==> config.mk <==
export PLATFORM = sky130hd
export DESIGN_NAME = record_exchange_sort_desc_top
export DESIGN_NICKNAME = d
export VERILOG_FILES = /design/src/rtl/rxsd_pkg.sv /design/src/rtl/rxsd_store.sv /design/src/rtl/rxsd_cmpx.sv /design/src/rtl/record_exchange_sort_desc_top.sv
export SDC_FILE = /design/constraint.sdc
export NUM_CORES = 2
export LEC_CHECK = 0
export CORE_MARGIN = 8
export CORE_UTILIZATION = 47
export DETAILED_ROUTE_END_ITERATION = 10
export DONT_BUFFER_PORTS = 1
export GPL_TIMING_DRIVEN = 0
export PLACE_DENSITY = 0.69
export SKIP_CTS_REPAIR_TIMING = 1
export SLEW_MARGIN = 30
export SYNTH_ARGS = -nofsm -noshare
export SYNTH_HDL_FRONTEND = slang
export SYNTH_SLANG_ARGS = --single-unit
==> constraint.sdc <==
create_clock -name clk -period 7.1 [get_ports clk]
set_input_delay 2.13 -clock clk [delete_from_list [all_inputs] [get_ports clk]]
set_output_delay 2.13 -clock clk [all_outputs]
set_load 0.005 [all_outputs]
==> src/rtl/rxsd_pkg.sv <==
// Shared types and constants for the descending record sort block.
package rxsd_pkg;

	localparam int ID_W = 31;
	localparam int SCORE_W = 10;
	localparam logic [SCORE_W-1:0] SCORE_MAX = 10'd1000;

	typedef struct packed {
		logic [ID_W-1:0]    student_id;
		logic [SCORE_W-1:0] score;
		logic               last;
	} in_item_t;

	typedef struct packed {
		logic [ID_W-1:0]    student_id_res;
		logic [SCORE_W-1:0] score_res;
		logic               last_res;
		logic               overflow;
	} res_item_t;

	typedef struct packed {
		logic [ID_W-1:0]    id;
		logic [SCORE_W-1:0] score;
	} rec_t;

	typedef enum logic [2:0] {
		ST_IDLE,
		ST_RD_I,
		ST_LD_I,
		ST_RD_J,
		ST_CMP,
		ST_EMIT
	} state_t;

endpackage

==> src/rtl/rxsd_store.sv <==
// Record store: one write port, one read port with registered read data.
module rxsd_store
	import rxsd_pkg::*;
#(
	parameter int DEPTH = 64,
	parameter int AW = 6
) (
	input  logic          clk,
	input  logic          we,
	input  logic [AW-1:0] waddr,
	input  rec_t          wdata,
	input  logic [AW-1:0] raddr,
	output rec_t          rdata
);

	rec_t mem_q [DEPTH];

	always_ff @(posedge clk) begin
		if (we) begin
			mem_q[waddr] <= wdata;
		end
	end

	always_ff @(posedge clk) begin
		rdata <= mem_q[raddr];
	end

endmodule

==> src/rtl/rxsd_cmpx.sv <==
// Compare-exchange unit: keeps the higher-scoring record, spills the other.
module rxsd_cmpx
	import rxsd_pkg::*;
(
	input  rec_t held,
	input  rec_t cand,
	output logic swap,
	output rec_t keep,
	output rec_t spill
);

	// Strict less-than keeps the tie order of the exchange pass.
	assign swap  = held.score < cand.score;
	assign keep  = swap ? cand : held;
	assign spill = swap ? held : cand;

endmodule

==> src/rtl/record_exchange_sort_desc_top.sv <==
// Top level of the descending exchange sort: loader, sequencer and result output.
//
//  channel   signals                 handshake
//  --------  ----------------------  -------------------------------------------
//  input     din (in_item_t)         accepted on clk edge with start=1, busy=0
//  result    dout (res_item_t)       dout_valid strobe, one cycle per record
//
// A non-last record is written into the store when it is accepted and fits; busy stays low.
// A last record starts the sort: for each slot i, record i is read, then each
// later record is read and compared in turn, set by the store's single read port
// and the one compare-exchange unit. Record i is emitted once its scan ends.
// Reset clears the record count and the overflow flag; the store needs no clear.
// The receiver cannot stall; each result is shown for exactly one cycle.
module record_exchange_sort_desc_top
	import rxsd_pkg::*;
#(
	parameter int MAX_RECORDS = 64
) (
	input  logic      clk,
	input  logic      arst_n,
	input  logic      start,
	input  in_item_t  din,
	output logic      busy,
	output logic      dout_valid,
	output res_item_t dout
);

	localparam int AW = (MAX_RECORDS > 1) ? $clog2(MAX_RECORDS) : 1;
	localparam int CW = $clog2(MAX_RECORDS + 1);
	localparam logic [CW-1:0] CAP = CW'(MAX_RECORDS);
	localparam logic [CW-1:0] ONE = CW'(1);

	state_t        state_q, state_d;
	logic [CW-1:0] count_q;
	logic          ovf_q;
	logic [CW-1:0] i_q, j_q;
	rec_t          cur_q;

	logic          accept, fits;
	logic [CW-1:0] i_inc, j_inc;
	logic          we;
	logic [AW-1:0] waddr, raddr;
	rec_t          wdata, rdata, new_rec;
	logic          swap;
	rec_t          keep, spill;

	assign accept = start && (state_q == ST_IDLE);
	assign fits   = count_q < CAP;
	assign i_inc  = i_q + ONE;
	assign j_inc  = j_q + ONE;
	assign busy   = state_q != ST_IDLE;

	assign new_rec.id    = din.student_id;
	assign new_rec.score = (din.score > SCORE_MAX) ? SCORE_MAX : din.score;

	rxsd_store #(
		.DEPTH(MAX_RECORDS),
		.AW   (AW)
	) u_store (
		.clk  (clk),
		.we   (we),
		.waddr(waddr),
		.wdata(wdata),
		.raddr(raddr),
		.rdata(rdata)
	);

	rxsd_cmpx u_cmpx (
		.held (cur_q),
		.cand (rdata),
		.swap (swap),
		.keep (keep),
		.spill(spill)
	);

	always_ff @(posedge clk or negedge arst_n) begin
		if (!arst_n) begin
			state_q <= ST_IDLE;
		end else begin
			state_q <= state_d;
		end
	end

	always_comb begin
		state_d = state_q;
		we      = 1'b0;
		waddr   = count_q[AW-1:0];
		wdata   = new_rec;
		raddr   = i_q[AW-1:0];
		unique case (state_q)
			ST_IDLE: begin
				if (accept) begin
					we = fits;
					if (din.last) begin
						state_d = ST_RD_I;
					end
				end
			end
			ST_RD_I: begin
				state_d = ST_LD_I;
			end
			ST_LD_I: begin
				state_d = (i_inc == count_q) ? ST_EMIT : ST_RD_J;
			end
			ST_RD_J: begin
				raddr   = j_q[AW-1:0];
				state_d = ST_CMP;
			end
			ST_CMP: begin
				// Push the displaced record back into slot j.
				we      = swap;
				waddr   = j_q[AW-1:0];
				wdata   = spill;
				state_d = (j_inc == count_q) ? ST_EMIT : ST_RD_J;
			end
			ST_EMIT: begin
				state_d = (i_inc == count_q) ? ST_IDLE : ST_RD_I;
			end
			default: begin
				state_d = ST_IDLE;
			end
		endcase
	end

	always_ff @(posedge clk or negedge arst_n) begin
		if (!arst_n) begin
			count_q <= '0;
			ovf_q   <= 1'b0;
			i_q     <= '0;
			j_q     <= '0;
		end else begin
			if (accept) begin
				i_q <= '0;
				if (fits) begin
					count_q <= count_q + ONE;
				end else begin
					ovf_q <= 1'b1;
				end
			end
			if (state_q == ST_LD_I) begin
				j_q <= i_inc;
			end
			if (state_q == ST_CMP) begin
				j_q <= j_inc;
			end
			if (state_q == ST_EMIT) begin
				i_q <= i_inc;
				if (i_inc == count_q) begin
					count_q <= '0;
					ovf_q   <= 1'b0;
				end
			end
		end
	end

	always_ff @(posedge clk) begin
		if (state_q == ST_LD_I) begin
			cur_q <= rdata;
		end else if (state_q == ST_CMP) begin
			cur_q <= keep;
		end
	end

	assign dout_valid          = state_q == ST_EMIT;
	assign dout.student_id_res = cur_q.id;
	assign dout.score_res      = cur_q.score;
	assign dout.last_res       = i_inc == count_q;
	assign dout.overflow       = ovf_q;

	a_count_bound: assert property (@(posedge clk) disable iff (!arst_n)
		count_q <= CAP)
		else $error("record count above capacity");

	a_last_ends_run: assert property (@(posedge clk) disable iff (!arst_n)
		dout_valid && dout.last_res |=> !busy && count_q == '0 && !ovf_q)
		else $error("run did not end after final transaction");

	a_scan_range: assert property (@(posedge clk) disable iff (!arst_n)
		state_q == ST_CMP |-> j_q > i_q && j_q < count_q)
		else $error("scan index out of range");

	a_score_range: assert property (@(posedge clk) disable iff (!arst_n)
		dout_valid |-> dout.score_res <= SCORE_MAX)
		else $error("score out of range on result");

endmodule
---- Word level (Yosys, flattened, before mapping) ----
Memory sizes are Yosys's and may differ from the RTL's. A register that Yosys moved wholly into a read port is not among the register bits.
Cells that the tools add are included.
word-level totals
  bits in registers ....................... 66
  output and inout port bits .............. 45
  bits in writable memories ............... 2,624
  memories ................................ 1
  word-level logic and storage cells ...... 61
  input bits .............................. 45
cells by class
  $lt $le $gt $ge ......................... 3
  equal/unequal tests ..................... 9
  reductions and logical operators ........ 8
  add/subtract/negate cells ............... 3
  mux-type cells .......................... 30
memory list
  memory         words  bits a word  read ports  clocked after memory_dff  write ports  RTL line          source
  u_store.mem_q  64     41           1           1                         1            rxsd_store.sv:16  rec_t mem_q [DEPTH];
operators with widths
  operator                                                               number
  41-bit two-way mux                                                     5
  7-bit two-way mux                                                      8
  7-bit by 1-bit adder with 7-bit output, second input constant          3
  3-bit case mux with 6 select lines                                     1
  7-bit equality test                                                    2
  3-bit two-way mux                                                      4
  6-bit two-way mux                                                      2
  10-bit > comparator, second input constant                             1
  10-bit less-than comparator                                            1
  10-bit two-way mux                                                     1
  1-bit two-way mux                                                      8
  7-bit less-than comparator, second input constant                      1
  3-bit by 2-bit equality test with 1-bit output, second input constant  2
  3-bit equality test, second input constant                             2
  2-bit nonzero test                                                     3
  2-bit inequality test, second input constant                           2
  2-bit AND reduction                                                    2
  3-bit by 1-bit equality test with 1-bit output, second input constant  1
  3-bit logical NOT                                                      1
  3-bit nonzero test                                                     1
  1-bit case mux with 2 select lines                                     1
  1-bit logical AND                                                      1

---- Depth between registers and ports, before layout ----
  depth in word-level cells ............... 6
  depth in mapped cells ................... 12
  mapped depth without buffers ............ 8

---- Hierarchy ----
Synthesis repeated with hierarchy kept, for this count alone.
unflattened totals
  cells, all modules ...................... 4,774
  area total of the unflattened synthesis .. 105,401.1 um2
modules (own cells, without submodules)
  module                         instances  area an instance (um2)  seq. area each (um2)  cells an instance
  rxsd_store                     1          100,108.5               79,616.4              4,226
  record_exchange_sort_desc_top  1          4,048.9                 1,856.8               427
  rxsd_cmpx                      1          1,243.7                 0.0                   121

---- Least setup slack after synthesis ----
No wires, ideal clock.
  path type ............................... reg2reg
  start ................................... reg cur_q (netlist bit dout[3])
  end ..................................... mem u_store.mem_q[0][1] in the netlist's numbering, data pin
  data arrival time ....................... 5.681 ns
  setup slack ............................. 0.411 ns
  setup time .............................. 1.009 ns
  path buffers ............................ 2
  cell stages (with the launch flop) ...... 9
  clock period less this slack ............ 6.689 ns
  data required time ...................... 6.091 ns
  cell sequence ........................... edfxtp_1 -> ha_1 -> a21o_1 -> a21oi_1 -> o21ai_0 -> a31oi_1 -> buf_2 -> buf_2 -> o311ai_0
RTL lines
  element                   RTL line                              source
  start: declaration        record_exchange_sort_desc_top.sv:37   rec_t cur_q;
  start signal: assignment  record_exchange_sort_desc_top.sv:158  cur_q <= rdata;
  start signal: assignment  record_exchange_sort_desc_top.sv:160  cur_q <= keep;
  end: declaration          rxsd_store.sv:16

---- Worst setup path in the final report ----
  start ................................... reg state_q[2]
  end ..................................... reg, netlist name u_store.rdata[5]
between the ends
  cells in the longest elaborated chain, start to end .. 2
RTL lines
  element                                         RTL line                             source
  start: declaration                              record_exchange_sort_desc_top.sv:33  state_t state_q, state_d;
  start signal: assignment                        record_exchange_sort_desc_top.sv:80  state_q <= state_d;
  3-bit by 2-bit equality test with 1-bit output  record_exchange_sort_desc_top.sv:90  unique case (state_q)
  6-bit two-way mux                               record_exchange_sort_desc_top.sv:90
Every way passes these cells.
A chain may end at the register's enable or synchronous reset.

==> results by group <==
Critical path
  – Setup crit end kind: flop
  – Last element of the critical path: u_store.rdata[5]$_DFF_P_
  – Critical-path cell list: nand3b_4 > buf_6 > o21ai_2 > buf_2 > buf_2 > clkbuf_1 > a311oi_1 > nor4_1 > nand4_1
  – CP Data Arrival Time: 6.11 ns
  – Reg2reg setup slack: 1.61 ns
  – Reg2reg start: state_q[2]$_DFFE_PN0P_
  – Worst-path maximum fanout: 10
  – Type of origin of the critical path: flop
  – Crit Reg-Reg Endpoint: u_store.rdata[5]$_DFF_P_
  – CP Data Required Time: 7.71 ns
  – Slowest stage cell, crit path: nor4_1
  – WS Path Type: flop to flop
  – CP delay by family, top: buffers and inverters
  – Crit path launch: state_q[2]$_DFFE_PN0P_
  – Stages on worst setup path: 9
  – Critical Path Max Stage Delay: 0.86 ns
  – Cells on worst reg2reg path: 9
  – Worst path bufs/invs: 4
  – Most used cell, CP: buf_2

Power and ir drop
  – Static Leak: 46.79 nW
  – VDD IR max: 0.3152 mV
  – Power per Cell Area: 400.1 nW/um^2

Floorplanning
  – Chip Width: 496.0 um
  – Core outline area: 229500 sq um
  – Initial core utilization: 0.4719
  – Standard-cell row count: 176
  – IO Pins: 90
  – Die area: 246000 sq um
  – Die Ht: 496.0 um

Placement
  – Placed wire-length estimate: 258.9 mm
  – Placed cells: 10.90k
  – Routability Congestion: 0.9315
  – Area post-placement: 119800 sq um
  – Port bufs: 0

Routing
  – # DRC: 0
  – Met2 wire length: 156.2 mm
  – Initial DRC Count: 11.09k
  – Max Used Layer: met5
  – Met1 Wirelength: 123.3 mm
  – WL final: 351.6 mm
  – Antenna-violating nets left: 0
  – Via-to-Cell Ratio: 6.217
  – Detailed-route wire length per cell: 30.86 um
  – First drt pass iteration count: 7
  – Routed length on met3: 44.50 mm
  – Vias: 70.84k

CTS
  – CTS tree: done
  – CTS Buffer Depth: 4
  – TritonCTS Buffers: 286
  – CTS root buf: clkbuf_16
  – Clock Latency Late Sink: 0.93 ns
  – H-tree Lvls: 5
  – Worst-path clk slew: 0.06 ns
  – Clk sink count: 2731

STA
  – Slew Limit Fails: 0
  – Tightest Pin Transition: 1.129 ns
  – Final hold vios: 0
  – Final Skew: 0.06308 ns
  – Setup violators final: 0
  – Maximum clock frequency: 0.1820 GHz
  – Tcrit/Tclk final: 0.7738
  – TNS Setup: 0 ns
  – RSZ-0062 raised after global routing: false
  – Tmin final: 5.494 ns
  – Relative slew slack: 0.2403

Finish
  – Layout cells sized above 1: 0.1791
  – Commonest non-fill, non-tap cells in the layout: edfxtp_1 (2665), nand2_1 (1722), mux2i_1 (655), buf_4 (423), nand3_1 (365)
  – Area growth, synth to finish: 18.61%
  – # nets final: 8217
  – Non-filler cells, final: 11.39k
  – Post-route cell area: 128400 sq um
  – Most common cell after layout, fill and taps aside: edfxtp_1

Yosys
  – Synthesized area: 108300 sq um
  – Flops & latches, synth: 2731
  – Post-Syn Nets: 7333
  – Distinct cells, synth: 55
  – XOR/XNOR Fraction of Synth Area: 0.002346
  – Async S/R FF share, synth: 0.009154
  – Simple-Gate Fraction of Synth Area: 0.1087
  – Synth warnings: 0
  – Top FF cell, synth: edfxtp_1
  – Post-Synthesis Cells: 7276
  – Syn_area_per_cell: 14.88 sq um
  – Number of synthesized flops with an enable pin: 2665
  – Post-synthesis mux area share: 0.07365
  – Compound-gate portion of the synthesized area: 0.04134
  – Synth Area in Adders: 0.001387
  – Register area share after synthesis: 0.7525
  – Largest family of logic cells by synthesized area: simple AND/OR/NAND/NOR gates

Flow run
  – Max cap viols: 0

GRT
  – Vias in the first global route: 67.32k
  – GRT overflow: 0
  – Initial antenna violation count: 27
  – First-pass GRT wire length: 489.2 mm
  – All-Layer GR Usage: 0.2774
  – Largest net degree at the start of global routing: 31

Outcome
  – Status: finished, final reports clean

Hold path
  – Worst Hold Class: flop to flop
state kept, by name, indices dropped and copies added (netlist names):
| register | cells |
|---|---|
| ovf_q | 1 |
| u_store.rdata | 41 |
| count_q | 7 |
| state_q | 3 |
| j_q | 7 |
| i_q | 7 |
| u_store.mem_q | 2624 |
| dout | 41 |
stage by stage:
step | utilization | hold WS, ns | setup WS (ns) | total power [mW]
6_report | 0.5597 | 0.4305 | 1.606 | 51.39
5_1_grt | 0.5595 | 0.4418 | 1.623 | 52.57
4_1_cts | 0.5594 | 0.4332 | 1.762 | 50.83
3_5_place_dp | 0.5223 | 0.4194 | 1.475 | 36.98
3_3_place_gp | 0.4884 | 0.4158 | -7.565 | 35.62
2_1_floorplan | - | 0.4076 | 0.4107 | 28.78
worst min-delay path by stage:
stage / from / cells past startpoint / to
finish: u_store.rdata[2]$_DFF_P_ / 0 / dout[4]$_DFFE_PP_
global route: u_store.rdata[39]$_DFF_P_ / 0 / dout[41]$_DFFE_PP_
CTS: u_store.rdata[2]$_DFF_P_ / 0 / dout[4]$_DFFE_PP_
detailed placement: u_store.rdata[2]$_DFF_P_ / 0 / dout[4]$_DFFE_PP_
global placement: u_store.rdata[39]$_DFF_P_ / 0 / dout[41]$_DFFE_PP_
floorplan: u_store.rdata[10]$_DFF_P_ / 0 / dout[12]$_DFFE_PP_
area by class of cell:
type	instances	area (sq um)
clock inverter	111	819.5
clock buffer	368	7696
fill	17570	101000
buffer	471	2128
inverter	17	63.81
multi-input combinational	4057	25830
timing repair buffer	596	6589
tap	3026	3786
sequential	2731	81470
antenna	17	42.54
where the power goes:
| part | internal (mW) | leakage (nW) | switching (mW) |
|---|---|---|---|
| sequential | 19.2 | 24.7 | 0.294 |
| clock | 8.01 | 4.18 | 6.01 |
| combinational | 5.29 | 17.9 | 12.6 |
per-layer routing:
| metal | GRT usage | up-vias |
|---|---|---|
| met5 | 0 | - |
| met4 | 0.1755 | 6 |
| met3 | 0.06849 | 1099 |
| met2 | 0.4228 | 5138 |
| met1 | 0.3576 | 35190 |
| li1 | - | 29410 |
Yosys cell counts, drive strengths merged (38+ instances only):
cell       n  area share
nand3    365       0.017
nand4     38      0.0022
o22ai     48      0.0028
a31oi     71      0.0041
o21ai     58      0.0027
and3     345       0.020
dfxtp     41      0.0076
o32ai     41      0.0033
mux2     125       0.013
nor4      66      0.0040
clkbuf   221      0.0077
a32o      41      0.0038
a311oi   178       0.014
a22o      41      0.0033
nor3      73      0.0034
mux2i    656       0.061
buf      250       0.012
edfxtp  2665        0.74
nand2   1722       0.060
kinds of logic after synthesis:
kind of cell / count (synthesis)
flip-flops: 2731
buffers and inverters: 488
multiplexers: 781
AND/OR/NAND/NOR: 2661
adder cells (fa/ha/maj): 12
XOR/XNOR: 29
AO/OA/AOI/OAI: 574
Power figures use the tool's default switching activity.
